$ cat config.mk
export PLATFORM = sky130hd
export DESIGN_NAME = rc_toy_pulse_train_encoder_unit
export DESIGN_NICKNAME = d
export VERILOG_FILES = /design/src/rtl/ptenc_pkg.sv /design/src/rtl/ptenc_step.sv /design/src/rtl/rc_toy_pulse_train_encoder_unit.sv
export SDC_FILE = /design/constraint.sdc
export NUM_CORES = 1
export LEC_CHECK = 0
export ABC_CLOCK_PERIOD_IN_PS = 8850
export BUFFER_PORTS_ARGS = -buffer_cell sky130_fd_sc_hd__buf_4
export CAP_MARGIN = 20
export CORE_MARGIN = 4
export CORE_UTILIZATION = 65
export CTS_CLUSTER_SIZE = 14
export DETAILED_ROUTE_END_ITERATION = 10
export PLACE_DENSITY = 0.85
export SYNTH_ARGS = -nofsm -noshare
export SYNTH_HDL_FRONTEND = slang
export SYNTH_HIERARCHICAL = 1
export SYNTH_SLANG_ARGS = --single-unit
$ cat constraint.sdc
create_clock -name clk -period 8.85 [get_ports clk]
set_input_delay 0.885 -clock clk [delete_from_list [all_inputs] [get_ports clk]]
set_output_delay 0.885 -clock clk [all_outputs]
set_load 0.005 [all_outputs]
$ cat src/rtl/ptenc_pkg.sv
package ptenc_pkg;

    typedef enum logic [2:0] {
        PH_IDLE  = 3'd0,
        PH_LOW1  = 3'd1,
        PH_LOW2  = 3'd2,
        PH_LOW3  = 3'd3,
        PH_HIGH  = 3'd4,
        PH_PULSE = 3'd5
    } phase_t;

    localparam int ELAPSED_W = 10;
    localparam int PCOUNT_W  = 3;
    localparam int PULSE_W   = 8;
    localparam int CODE_W    = 7;

    localparam logic [ELAPSED_W-1:0] LEN_LOW1       = 10'd440;
    localparam logic [ELAPSED_W-1:0] LEN_LOW23      = 10'd500;
    localparam logic [ELAPSED_W-1:0] LEN_HIGH       = 10'd680;
    localparam logic [ELAPSED_W-1:0] LEN_PULSE_LOW  = 10'd320;
    localparam logic [ELAPSED_W-1:0] LEN_PULSE_HIGH = 10'd660;
    localparam logic [ELAPSED_W-1:0] LEN_PULSE_LAST = 10'd460;

    localparam logic CFG_ENABLE   = 1'b0;
    localparam logic CFG_FUNCTION = 1'b1;

    localparam logic [CODE_W-1:0] FUNCTION_RESET = 7'd10;

    typedef struct packed {
        phase_t               phase;
        logic [ELAPSED_W-1:0] elapsed;
        logic [PCOUNT_W-1:0]  preamble_count;
        logic [PULSE_W-1:0]   pulse_count;
        logic                 pulse_level;
        logic [PULSE_W-1:0]   latched_code;
        logic                 pin;
    } ptenc_state_t;

    typedef struct packed {
        logic   pin_level;
        phase_t phase_code;
        logic   frame_end;
    } ptenc_result_t;

endpackage

$ cat src/rtl/ptenc_step.sv
module ptenc_step #(
    parameter int PREAMBLE_REPEATS = 4
) (
    input  ptenc_pkg::ptenc_state_t        state,
    input  logic                           tick,
    input  logic                           enable,
    input  logic [ptenc_pkg::CODE_W-1:0]   function_code,
    output ptenc_pkg::ptenc_state_t        state_next,
    output ptenc_pkg::ptenc_result_t       result
);

    logic [ptenc_pkg::ELAPSED_W-1:0] len;
    logic [ptenc_pkg::ELAPSED_W-1:0] elapsed_inc;
    logic                            done;
    logic [ptenc_pkg::PCOUNT_W-1:0]  preamble_inc;
    logic [ptenc_pkg::PULSE_W-1:0]   pulse_inc;
    logic                            end_flag;

    assign elapsed_inc  = state.elapsed + 1'b1;
    assign preamble_inc = state.preamble_count + 1'b1;
    assign pulse_inc    = state.pulse_count + 1'b1;

    always_comb
    begin
        case (state.phase)
            ptenc_pkg::PH_LOW1:
            begin
                len = ptenc_pkg::LEN_LOW1;
            end
            ptenc_pkg::PH_LOW2, ptenc_pkg::PH_LOW3:
            begin
                len = ptenc_pkg::LEN_LOW23;
            end
            ptenc_pkg::PH_HIGH:
            begin
                len = ptenc_pkg::LEN_HIGH;
            end
            ptenc_pkg::PH_PULSE:
            begin
                if (!state.pulse_level)
                begin
                    len = ptenc_pkg::LEN_PULSE_LOW;
                end
                else if (pulse_inc == state.latched_code)
                begin
                    len = ptenc_pkg::LEN_PULSE_LAST;
                end
                else
                begin
                    len = ptenc_pkg::LEN_PULSE_HIGH;
                end
            end
            default:
            begin
                len = ptenc_pkg::LEN_LOW1;
            end
        endcase
    end

    assign done = (elapsed_inc >= len);

    always_comb
    begin
        state_next = state;
        end_flag   = 1'b0;
        if (tick)
        begin
            case (state.phase)
                ptenc_pkg::PH_LOW1, ptenc_pkg::PH_LOW2, ptenc_pkg::PH_LOW3:
                begin
                    state_next.pin     = 1'b0;
                    state_next.elapsed = done ? '0 : elapsed_inc;
                    if (done)
                    begin
                        state_next.phase = ptenc_pkg::phase_t'(state.phase + 3'd1);
                    end
                end
                ptenc_pkg::PH_HIGH:
                begin
                    state_next.pin     = 1'b1;
                    state_next.elapsed = done ? '0 : elapsed_inc;
                    if (done)
                    begin
                        state_next.preamble_count = preamble_inc;
                        if (32'(preamble_inc) < PREAMBLE_REPEATS)
                        begin
                            state_next.phase = ptenc_pkg::PH_LOW1;
                        end
                        else
                        begin
                            state_next.phase        = ptenc_pkg::PH_PULSE;
                            state_next.latched_code = {function_code, 1'b0};
                            state_next.pulse_count  = '0;
                            state_next.pulse_level  = 1'b0;
                        end
                    end
                end
                ptenc_pkg::PH_PULSE:
                begin
                    state_next.pin     = state.pulse_level;
                    state_next.elapsed = done ? '0 : elapsed_inc;
                    if (done)
                    begin
                        state_next.pulse_level = ~state.pulse_level;
                        state_next.pulse_count = pulse_inc;
                        if (pulse_inc >= state.latched_code)
                        begin
                            state_next.phase = ptenc_pkg::PH_IDLE;
                            end_flag         = 1'b1;
                        end
                    end
                end
                default:
                begin
                    state_next.phase = ptenc_pkg::PH_IDLE;
                    if (enable)
                    begin
                        state_next.phase          = ptenc_pkg::PH_LOW1;
                        state_next.preamble_count = '0;
                        state_next.elapsed        = '0;
                    end
                end
            endcase
        end
    end

    assign result.pin_level  = state_next.pin;
    assign result.phase_code = state.phase;
    assign result.frame_end  = end_flag;

endmodule

$ cat src/rtl/rc_toy_pulse_train_encoder_unit.sv
// channel  | direction | handshake             | payload
// ---------+-----------+-----------------------+------------------------------------
// in       | input     | in_valid / in_stall   | tick
// out      | output    | out_valid / out_stall | pin_level, phase_code, frame_end
// cfg      | input     | cfg_valid / cfg_ready | cfg_index, cfg_data
//
// One item per cycle while in_stall is low; each item gives one result item in the cycle after it is taken.
// The throughput is set by the single state update between state and result registers.
// rst_n clears the encoder state and the result valid, and sets the registers (enable 1, code 10).
// in_stall rises only while a result item waits under out_stall.
module rc_toy_pulse_train_encoder_unit #(
    parameter int PREAMBLE_REPEATS = 4
) (
    input  logic                         clk,
    input  logic                         rst_n,
    input  logic                         in_valid,
    output logic                         in_stall,
    input  logic                         tick,
    output logic                         out_valid,
    input  logic                         out_stall,
    output logic                         pin_level,
    output logic [2:0]                   phase_code,
    output logic                         frame_end,
    input  logic                         cfg_valid,
    output logic                         cfg_ready,
    input  logic                         cfg_index,
    input  logic [ptenc_pkg::CODE_W-1:0] cfg_data
);

    ptenc_pkg::ptenc_state_t        state_reg;
    ptenc_pkg::ptenc_state_t        state_next;
    ptenc_pkg::ptenc_result_t       result_reg;
    ptenc_pkg::ptenc_result_t       result_next;
    logic                           out_valid_reg;
    logic                           enable_reg;
    logic [ptenc_pkg::CODE_W-1:0]   function_reg;
    logic                           in_accept;

    assign in_stall  = out_valid_reg && out_stall;
    assign in_accept = in_valid && !in_stall;
    assign cfg_ready = 1'b1;

    ptenc_step #(
        .PREAMBLE_REPEATS(PREAMBLE_REPEATS)
    ) u_step (
        .state         (state_reg),
        .tick          (tick),
        .enable        (enable_reg),
        .function_code (function_reg),
        .state_next    (state_next),
        .result        (result_next)
    );

    always_ff @(posedge clk or negedge rst_n)
    begin
        if (!rst_n)
        begin
            enable_reg   <= 1'b1;
            function_reg <= ptenc_pkg::FUNCTION_RESET;
        end
        else if (cfg_valid)
        begin
            case (cfg_index)
                ptenc_pkg::CFG_ENABLE:
                begin
                    enable_reg <= cfg_data[0];
                end
                ptenc_pkg::CFG_FUNCTION:
                begin
                    function_reg <= cfg_data;
                end
                default:
                begin
                    enable_reg <= enable_reg;
                end
            endcase
        end
    end

    always_ff @(posedge clk or negedge rst_n)
    begin
        if (!rst_n)
        begin
            state_reg     <= '0;
            out_valid_reg <= 1'b0;
        end
        else if (in_accept)
        begin
            state_reg     <= state_next;
            out_valid_reg <= 1'b1;
        end
        else if (!out_stall)
        begin
            out_valid_reg <= 1'b0;
        end
    end

    always_ff @(posedge clk)
    begin
        if (in_accept)
        begin
            result_reg <= result_next;
        end
    end

    assign out_valid  = out_valid_reg;
    assign pin_level  = result_reg.pin_level;
    assign phase_code = result_reg.phase_code;
    assign frame_end  = result_reg.frame_end;

`ifndef ASSERT_OFF
    a_accept_gives_result: assert property (@(posedge clk) disable iff (!rst_n)
        in_accept |=> out_valid)
        else $error("accepted item produced no result");

    a_end_in_pulse: assert property (@(posedge clk) disable iff (!rst_n)
        (out_valid && frame_end) |-> (phase_code == ptenc_pkg::PH_PULSE))
        else $error("frame end outside pulse section");

    a_idle_timer_clear: assert property (@(posedge clk) disable iff (!rst_n)
        (state_reg.phase == ptenc_pkg::PH_IDLE) |-> (state_reg.elapsed == '0))
        else $error("phase timer running while idle");

    a_end_goes_idle: assert property (@(posedge clk) disable iff (!rst_n)
        $rose(out_valid && frame_end) |-> (state_reg.phase == ptenc_pkg::PH_IDLE))
        else $error("encoder not idle after frame end");
`endif

endmodule
### Word level (Yosys, flattened, before mapping)

Index checks and enable logic that the tools add are counted.

| operators by class | value |
|---|---|
| $add $sub $neg | 4 |
| multipliers | 0 |
| divide/modulo/power cells | 0 |
| order comparisons | 3 |
| equal/unequal tests | 12 |
| shift-type cells | 0 |
| mux-type cells | 21 |
| bitwise logic cells | 4 |
| reduce and logical (&&, ||, !) cells | 17 |

Operators with widths:

| kind | count |
|---|---|
| $pmux W13 S3 | 1 |
| $mux W10 | 3 |
| $pmux W10 S3 | 1 |
| $mux W20 | 1 |
| $pmux W9 S2 | 1 |
| $mux W17 | 1 |
| $mux W3 | 5 |
| $mux W14 | 1 |
| $reduce_and A6 Y1 | 2 |
| $add A10 B1 Y10 const B | 1 |
| $ge A10 B10 Y1 | 1 |
| $ne A2 B1 Y1 const B | 5 |
| $reduce_and A5 Y1 | 2 |
| $mux W9 | 1 |
| $add A8 B1 Y8 const B | 1 |
| $eq A8 B8 Y1 | 1 |
| $ge A8 B8 Y1 | 1 |
| $add A3 B1 Y3 const B | 2 |
| $eq A3 B2 Y1 const B | 2 |
| $eq A3 B3 Y1 const B | 2 |
| $pmux W3 S2 | 1 |
| $reduce_and A3 Y1 | 2 |
| $mux W1 | 4 |
| $not A1 Y1 | 4 |
| other kinds (12) | 15 |

| word-level totals | value |
|---|---|
| register bits after elaboration | 47 |
| latch bits | 0 |
| memory bits (writable) | 0 |
| memory bits (read-only) | 0 |
| bits of input ports | 14 |
| logic and storage cells | 74 |
| memories | 0 |

### Depth between registers and ports, before layout

Gate-level depths: netlist of the first run.

| depth | value |
|---|---|
| depth in word-level cells | 8 |
| depth in mapped cells | 22 |
| depth with buffers taken out | 21 |

### Hierarchy

Netlist of the first run, hierarchy kept.

Modules (own cells, without submodules):

| module | instances | cells an instance | area each (µm²) |
|---|---|---|---|
| rc_toy_pulse_train_encoder_unit | 1 | 100 | 1789.2 |
| ptenc_step | 1 | 213 | 1542.7 |

### Least setup slack after synthesis of the first run

Ideal clock, no wire load.

| timing path | value |
|---|---|
| kind | reg-to-reg |
| from | register state_reg[12] (netlist name) |
| to | register state_reg[31] (netlist name) |
| library setup time | 0.125 ns |
| arrival | 4.221 ns |
| required time | 8.725 ns |
| slack | 4.504 ns |
| cell stages (with the launch flop) | 21 |
| path through | dfrtp_1 > and3_1 > and3_1 > nand3_1 > xnor2_1 > ha_1 > and4_1 > nand4_1 > a311oi_1 > ha_1 > a21o_1 > a21oi_1 > a21oi_2 > or2_1 > buf_6 > inv_1 > ha_1 > a211oi_1 > a21oi_2 > a311o_1 > mux2_2 |

| between the ends | value |
|---|---|
| word-level cells in the longest chain between the ends | 8 |
| elaborated cells between the ends (all ways) | 12 |
| classes of those cells | 1 x add/sub; 2 x order compare; 5 x eq/ne; 3 x mux; 1 x reduce/logical |

RTL lines:

| element | RTL line | text |
|---|---|---|
| from (decl) | rc_toy_pulse_train_encoder_unit.sv:30 | `ptenc_pkg::ptenc_state_t state_reg;` |
| from (signal assigned) | rc_toy_pulse_train_encoder_unit.sv:89 | `state_reg <= state_next;` |
| $add A8 B1 Y8 * | ptenc_step.sv:21 | `assign pulse_inc = state.pulse_count + 1'b1;` |
| $eq A8 B8 Y1 | ptenc_step.sv:44 | `else if (pulse_inc == state.latched_code)` |
| $mux W10 | ptenc_step.sv:44 |  |
| $mux W10 | ptenc_step.sv:40 | `if (!state.pulse_level)` |
| $pmux W10 S3 | ptenc_step.sv:25 | `case (state.phase)` |
| $ge A10 B10 Y1 | ptenc_step.sv:60 | `assign done = (elapsed_inc >= len);` |
| $ne A2 B1 Y1 (no line) | n/a |  |
| $reduce_and A6 Y1 (no line) * | n/a |  |

Every way passes the cells marked *; elsewhere a longest branch is shown, timed or not.
A chain may end at the register's enable or synchronous reset.

### Worst setup path in the final report of the first run

Ends and elaborated chain as after synthesis.

==> impl_metrics.tcl, run 1 <==
set metrics [dict create \
    layout_worst_path_cycle_share_pct 56.2 \
    drt-total-wl_mm 6.34 \
    initial_utilization_pct 68.7 \
    dp_hpwl_mm 4.60 \
    first_global_vias 2201 \
    outcome "finished, final reports clean" \
    path_common_cell "sky130_fd_sc_hd__ha_1" \
    finalSetupViolations 0 \
    hold-worst-slack_ns 0.517 \
    cts_root_buf "sky130_fd_sc_hd__clkbuf_8" \
    vias_per_cell 6.18 \
    yosys.area.top_type "sky130_fd_sc_hd__dfrtp_1" \
    htreeDepth 2 \
    worstHoldPathCells 1 \
    cts_resized 0 \
    timing.critical_path.required_ns 9.04 \
    synth_edf_count 5 \
    power.leakage_nw 1.70 \
    timing.critical_path.arrival_ns 5.17 \
    number_of_antenna_violations_at_the_first_check_in_global_routing 0 \
    die_h_um 79.6 \
    netlist_instances 313 \
    firstDrtPassIters 5 \
    numCtsBuffers 5 \
    grt_first_pass_wirelength_mm 10.6 \
    synth_top_area_share_pct 30.0 \
    mappedNetlistNets 353 \
    largest_register_ff_count 34 \
    achievable-frequency_ghz 0.201 \
    ys_top_cells_by_area "sky130_fd_sc_hd__dfrtp_1 30%, sky130_fd_sc_hd__mux2_2 17%, sky130_fd_sc_hd__ha_1 9.8%" \
    ys_seq_area_share_pct 36.9 \
    clk_latency_ns 0.31 \
    area_growth_pct 6.61 \
    globalRouteTotalUtil_pct 21.4 \
    worst_reg2reg_path_depth 19 \
    setup.worst_path.class "register to register" \
    vdd.ir_drop.worst_mv 0.151 \
    die_area_mm2 0.00634 \
    vias 2436 \
    synthesis.area_mm2 0.00333 \
    final_layout_size_suffix_gt1_share_pct 28.1 \
    timing.slew.headroom_pct 52.1 \
    timing.final.crit_period_ns 4.97 \
    timing.final.hold_violations 0 \
    wl_per_cell_um 16.1 \
    max_slew_violation_count 0 \
    clk_pin_slew_worst_paths_ns 0.10 \
    fp-row-count 25 \
    grt_max_degree 44 \
    core_region_area_mm2 0.00485 \
    holdCritPathClass "register to register" \
    cts_tree "done" \
    cts.sinks 48 \
    holdBufCountCts 0 \
    critical_path.slowest_cell "sky130_fd_sc_hd__dfrtp_1" \
    ios 22 \
    remaining_design_rule_violation_count 0 \
    synth.lib_cells_used.distinct 54 \
    gpl_wtd_cong 0.934 \
    critPathMaxFanout 10 \
    ys_warn_count 6 \
    buffer_ports.inserted 20 \
    drt_first_iter_violations 240 \
    die_w_um 79.6 \
    timing.critical_path.cells "and3_1 > and3_1 > nand3_1 > xnor2_1 > ha_1 > and4_1 > nand4_1 > a311oi_1 > ha_1 > a21o_1 > a21oi_1 > a21oi_2 > or2_1 > inv_1 > ha_1 > a211oi_1 > a21oi_2 > a311o_1 > mux2_2" \
    ys_ff_latch 48 \
    cellPowerDensity_mw_per_mm2 168 \
    totalNegativeSetupSlack_ns 0 \
    insertedDiodeCount 0 \
    launching_element_type_of_the_critical_path "register" \
    finalNetCount 366 \
    clock_skew_ns 0.00849 \
    timing_worst_slew_pin_value_ns 0.714 \
    setup.worst_path.end_class "register" \
    rsz0062_at_grt "false" \
    worst_path_largest_cell_delay_ns 0.46 \
    dominantRegCellSynth "sky130_fd_sc_hd__dfrtp_1" \
    post_synthesis_area_per_instance_um2 10.6 \
    max-cap-violations 0 \
    number_of_post_cts_setup_repair_buffers 0 \
    synth_async_reset_ratio_pct 89.6 \
    cts.path.max_buffers 2 \
    globalRouteOverflowTotal 0 \
    antenna_violating_nets_post_route 0 \
]
-- critical path: cells and delay by family (launching register included) --
kind            cells  cell delay, ns
compound gates      7            1.53
simple gates        6            1.39
fa+ha+maj           3            0.87
flops               1            0.46
mux                 1            0.26
buf+inv             1            0.18
xor+xnor            1            0.16
-- synthesized netlist by cell type, types with 2 or more instances --
cell type                   n
sky130_fd_sc_hd__ha_1      26
sky130_fd_sc_hd__a211oi_1   2
sky130_fd_sc_hd__a21o_1     9
sky130_fd_sc_hd__o21ai_0    7
sky130_fd_sc_hd__xor2_1     6
sky130_fd_sc_hd__a21oi_1   10
sky130_fd_sc_hd__buf_4      8
sky130_fd_sc_hd__dfrtp_1   40
sky130_fd_sc_hd__a22o_1    10
sky130_fd_sc_hd__nand2_1   17
sky130_fd_sc_hd__nand3_1   12
sky130_fd_sc_hd__a21oi_2    2
sky130_fd_sc_hd__a31oi_1   11
sky130_fd_sc_hd__nand2b_1   6
sky130_fd_sc_hd__edfxtp_1   5
sky130_fd_sc_hd__nor2b_1    3
sky130_fd_sc_hd__nor3_1     4
sky130_fd_sc_hd__buf_6      4
sky130_fd_sc_hd__mux2_2    50
sky130_fd_sc_hd__xnor2_1   10
sky130_fd_sc_hd__and3_1     6
sky130_fd_sc_hd__clkbuf_1   3
sky130_fd_sc_hd__inv_1     11
sky130_fd_sc_hd__nand4_1    2
sky130_fd_sc_hd__and2_1     5
sky130_fd_sc_hd__nor2_1    14
sky130_fd_sc_hd__dfstp_2    3
-- power breakdown --
group / internal (W) / switching (W) / total, W
Clock: 0.0000560 / 0.0000778 / 0.000134
Sequential: 0.000248 / 0.0000253 / 0.000273
Combinational: 0.0000844 / 0.000106 / 0.000191
-- per-layer routing --
| metal | routed length [um] | track usage (%) | vias to the layer above |
|---|---|---|---|
| met4 | 62 | 6.36 | 0 |
| met1 | 3090 | 31.8 | 1155 |
| li1 | - | - | 1181 |
| met3 | 425 | 3.72 | 9 |
| met2 | 2760 | 31.9 | 91 |
| met5 | 0 | 0 | - |
-- layout make-up --
class | instances | area [um2]
clock buffer | 5 | 68.8
multi-input combinational | 237 | 1940
clock inverter | 3 | 23.8
inverter | 12 | 45.0
fill | 347 | 1300
sequential | 48 | 1230
timing repair buffer | 22 | 165
tap | 67 | 83.8
-- worst paths after layout --
check / startpoint / endpoint / slack (ns)
max: state_reg[12] / state_reg[31] / 3.88
min: function_reg[0] / function_reg[0] / 0.52
max reg2reg: state_reg[12] / state_reg[31] / 3.88
min reg2reg: function_reg[0] / function_reg[0] / 0.52
max in group asynchronous: rst_n / enable_reg / 7.91
min in group asynchronous: rst_n / state_reg[29] / 0.54
-- layout by cell type (no fill, tap or decap), types with 2 or more instances in the layout --
cell type | netlist | final
sky130_fd_sc_hd__buf_4 | 8 | 22
sky130_fd_sc_hd__clkinvlp_4 | 0 | 2
sky130_fd_sc_hd__nand4_1 | 2 | 2
sky130_fd_sc_hd__nor2_1 | 14 | 14
sky130_fd_sc_hd__edfxtp_1 | 5 | 5
sky130_fd_sc_hd__a21oi_1 | 10 | 10
sky130_fd_sc_hd__mux2_2 | 50 | 50
sky130_fd_sc_hd__a21oi_2 | 2 | 2
sky130_fd_sc_hd__nor3_1 | 4 | 4
sky130_fd_sc_hd__nand2_1 | 17 | 17
sky130_fd_sc_hd__dfrtp_1 | 40 | 40
sky130_fd_sc_hd__o21ai_0 | 7 | 7
sky130_fd_sc_hd__a22o_1 | 10 | 10
sky130_fd_sc_hd__xnor2_1 | 10 | 10
sky130_fd_sc_hd__a211oi_1 | 2 | 2
sky130_fd_sc_hd__inv_1 | 11 | 11
sky130_fd_sc_hd__nand3_1 | 12 | 12
sky130_fd_sc_hd__and3_1 | 6 | 6
sky130_fd_sc_hd__ha_1 | 26 | 26
sky130_fd_sc_hd__nor2b_1 | 3 | 3
sky130_fd_sc_hd__xor2_1 | 6 | 6
sky130_fd_sc_hd__and2_1 | 5 | 5
sky130_fd_sc_hd__nand2b_1 | 6 | 6
sky130_fd_sc_hd__clkbuf_8 | 0 | 5
sky130_fd_sc_hd__a21o_1 | 9 | 9
sky130_fd_sc_hd__a31oi_1 | 11 | 11
sky130_fd_sc_hd__dfstp_2 | 3 | 3
-- kinds of logic after synthesis --
| kind of cell | count (synthesis) | synth area share (%) |
|---|---|---|
| other | 1 | 0.113 |
| DFF | 48 | 36.9 |
| buffers and inverters | 28 | 4.99 |
| xor gates and xnor gates | 16 | 4.21 |
| adders and majority gates | 26 | 9.76 |
| AOI/OAI and AO/OA | 68 | 15.4 |
| and+or+nand+nor | 75 | 11.3 |
| muxes | 51 | 17.2 |
-- per-stage QoR --
stage	setup slack [ns]	util, %	power, W	cells	cell area [um2]
2_1_floorplan	4.50	-	0.000426	313	3330
3_3_place_gp	4.15	71.4	0.000460	386	3460
3_5_place_dp	4.01	71.4	0.000464	386	3460
4_1_cts	3.98	73.3	0.000599	394	3550
5_1_grt	3.55	73.3	0.000638	394	3550
6_report	3.88	73.3	0.000598	394	3550
Power figures use the tool's default switching activity.
==> run 2: changes to the inputs <==
--- a/config.mk
+++ b/config.mk
@@ -5,14 +5,14 @@
 export SDC_FILE = /design/constraint.sdc
 export NUM_CORES = 1
 export LEC_CHECK = 0
-export ABC_CLOCK_PERIOD_IN_PS = 8850
+export ABC_CLOCK_PERIOD_IN_PS = 4770
 export BUFFER_PORTS_ARGS = -buffer_cell sky130_fd_sc_hd__buf_4
 export CAP_MARGIN = 20
 export CORE_MARGIN = 4
-export CORE_UTILIZATION = 65
+export CORE_UTILIZATION = 61
 export CTS_CLUSTER_SIZE = 14
 export DETAILED_ROUTE_END_ITERATION = 10
-export PLACE_DENSITY = 0.85
+export PLACE_DENSITY = 0.8
 export SYNTH_ARGS = -nofsm -noshare
 export SYNTH_HDL_FRONTEND = slang
 export SYNTH_HIERARCHICAL = 1
==> constraint.sdc (replaced) <==
create_clock -name clk -period 4.77 [get_ports clk]
set_input_delay 0.477 -clock clk [delete_from_list [all_inputs] [get_ports clk]]
set_output_delay 0.477 -clock clk [all_outputs]
set_load 0.005 [all_outputs]
==> run 2 against run 1 <==
Flip-flop and latch count stayed put. Largest power group unchanged. Critical path type unchanged. Count of clock-buffer cells in the layout unchanged. First-iteration DRC count fell by 45%. Largest cell class unchanged. Critical endpoint unchanged. Fmax up 11%. Clock skew fell by 0.0030 ns. Global-route usage is 0.73 points lower.
==> impl_metrics.tcl, run 2 (same netlist as run 1, synthesis figures left out) <==
set metrics [dict create \
    final_util_pct 70.4 \
    grt_max_degree 44 \
    cts.path.max_buffers 2 \
    number_of_antenna_violations_at_the_first_check_in_global_routing 0 \
    dp_hpwl_mm 4.51 \
    worstSetupStartpoint "state_reg[10]" \
    timing_worst_slew_pin_value_ns 0.562 \
    fp-row-count 26 \
    launching_element_type_of_the_critical_path "register" \
    placedCellCount 391 \
    timing.critical_path.cells "and3_4 > and3_4 > nand3_1 > xnor2_1 > ha_1 > and4_1 > nand4_1 > o221a_2 > ha_1 > nand3_1 > a21o_1 > a21oi_2 > or2_1 > inv_2 > ha_1 > a211oi_2 > a21oi_2 > a311o_1 > mux2_2" \
    wl_per_cell_um 15.5 \
    holdCritPathClass "primary input to asynchronous set/reset pin" \
    achievable-frequency_ghz 0.223 \
    layout_common_cells "50 x sky130_fd_sc_hd__mux2_2, 37 x sky130_fd_sc_hd__dfrtp_1, 28 x sky130_fd_sc_hd__buf_4" \
    firstDrtPassIters 4 \
    setup.worst_path.end_class "register" \
    vias_per_cell 6.00 \
    globalRouteTotalUtil_pct 20.7 \
    stdcell_count 403 \
    placedInstanceArea_mm2 0.00348 \
    initial_utilization_pct 64.0 \
    globalRouteOverflowTotal 0 \
    totalNegativeSetupSlack_ns 0 \
    clock_skew_ns 0.00547 \
    cts.sinks 48 \
    setup.worst_path.class "register to register" \
    drt_first_iter_violations 133 \
    outcome "finished, final reports clean" \
    post-route-cell-area_mm2 0.00366 \
    critical_path.slowest_cell "sky130_fd_sc_hd__dfrtp_2" \
    area_growth_pct 9.99 \
    grt_first_pass_wirelength_mm 10.8 \
    max_slew_violation_count 0 \
    numCtsBuffers 5 \
    timing.final.hold_violations 0 \
    vdd.ir_drop.worst_mv 0.230 \
    timing.slew.headroom_pct 62.3 \
    regToRegStartpoint "state_reg[10]" \
    layout_worst_path_cycle_share_pct 93.8 \
    die_w_um 81.9 \
    critPathMaxFanout 6 \
    worst_path_largest_cell_delay_ns 0.43 \
    max-cap-violations 0 \
    timing.critical_path.arrival_ns 4.67 \
    path_common_cell "sky130_fd_sc_hd__ha_1" \
    remaining_design_rule_violation_count 0 \
    clk_pin_slew_worst_paths_ns 0.09 \
    largest_register_ff_count 34 \
    core_region_area_mm2 0.00520 \
    finalNetCount 372 \
    drt-total-wl_mm 6.23 \
    gpl_wtd_cong 0.878 \
    finalSetupViolations 0 \
    htreeDepth 2 \
    insertedDiodeCount 0 \
    first_global_vias 2324 \
    cts_tree "done" \
    final_layout_size_suffix_gt1_share_pct 32.4 \
    antenna_violating_nets_post_route 0 \
    cellPowerDensity_mw_per_mm2 318 \
    buffer_ports.inserted 20 \
    ios 22 \
    die_h_um 81.9 \
    timing.critical_path.required_ns 4.97 \
    power.leakage_nw 1.74 \
    cts_root_buf "sky130_fd_sc_hd__clkbuf_8" \
    vias 2419 \
    most_common_cell_after_layout_fill_and_taps_aside "sky130_fd_sc_hd__mux2_2" \
    die_area_mm2 0.00671 \
    timing.final.crit_period_ns 4.48 \
    holdBufCountCts 0 \
    clk_latency_ns 0.31 \
]
## run 2: cell types whose count changed in the layout (fill, tap and decap cells not counted), sizes merged
cell	change
buf	+6
bufinv	+1
clkinv	-1
clkinvlp	-1
inv	+1
## run 2: per-layer routing
layer	global-route usage [%]	routed length, um	up-vias
li1	-	-	1187
met2	33.8	2930	66
met5	0	0	-
met4	5.98	102	0
met3	4.06	364	12
met1	27.9	2840	1154
## run 2: worst paths after layout
kind | to | slack, ns | cells past startpoint
worst max-delay path | state_reg[31] | 0.29 | 19
worst min-delay path | state_reg[27] | 0.14 | 1
worst max register to register | state_reg[31] | 0.29 | 19
worst min register to register | function_reg[4] | 0.51 | 1
max in group asynchronous | state_reg[11] | 4.23 | 1
min in group clk | out_valid | 0.37 | 2
## run 2: through the flow
stage | worst slack (ns) | hold WS [ns] | total power (W)
after floorplan | 0.424 | 0.181 | 0.000790
after global placement | 0.312 | 0.489 | 0.000846
after detailed placement | 0.177 | 0.490 | 0.000856
after CTS | 0.138 | 0.153 | 0.00116
after global routing | -0.00499 | 0.173 | 0.00124
final | 0.294 | 0.143 | 0.00117
## run 2: where the power goes
group,total (W),internal [W],leakage [nW],switching [W]
sequential,0.000507,0.000460,0.614,0.0000467
combinational,0.000354,0.000160,1.07,0.000194
clock,0.000305,0.000158,0.0548,0.000147
## run 2: area by class of cell
| cell class | instances | area, um2 |
|---|---|---|
| sequential | 48 | 1230 |
| fill | 408 | 1540 |
| timing repair buffer | 28 | 210 |
| inverter | 12 | 45.0 |
| clock buffer | 5 | 68.8 |
| multi-input combinational | 237 | 1970 |
| clock inverter | 3 | 46.3 |
| tap | 70 | 87.6 |
## run 2: critical path, delay by kind of cell (launching register included)
kind                       cells  cell delay, ns
AOI/OAI and AO/OA              6            1.39
and+or+nand+nor                7            1.19
adders and majority gates      3            0.87
DFF                            1            0.43
muxes                          1            0.26
xor gates and xnor gates       1            0.16
buffers and inverters          1            0.06
## run 2: what timing repair did
action | 4_1_cts | 5_1_grt
setup endpoints to repair | 0 | 1
resized for setup | 0 | 12
setup buffers | 0 | 4
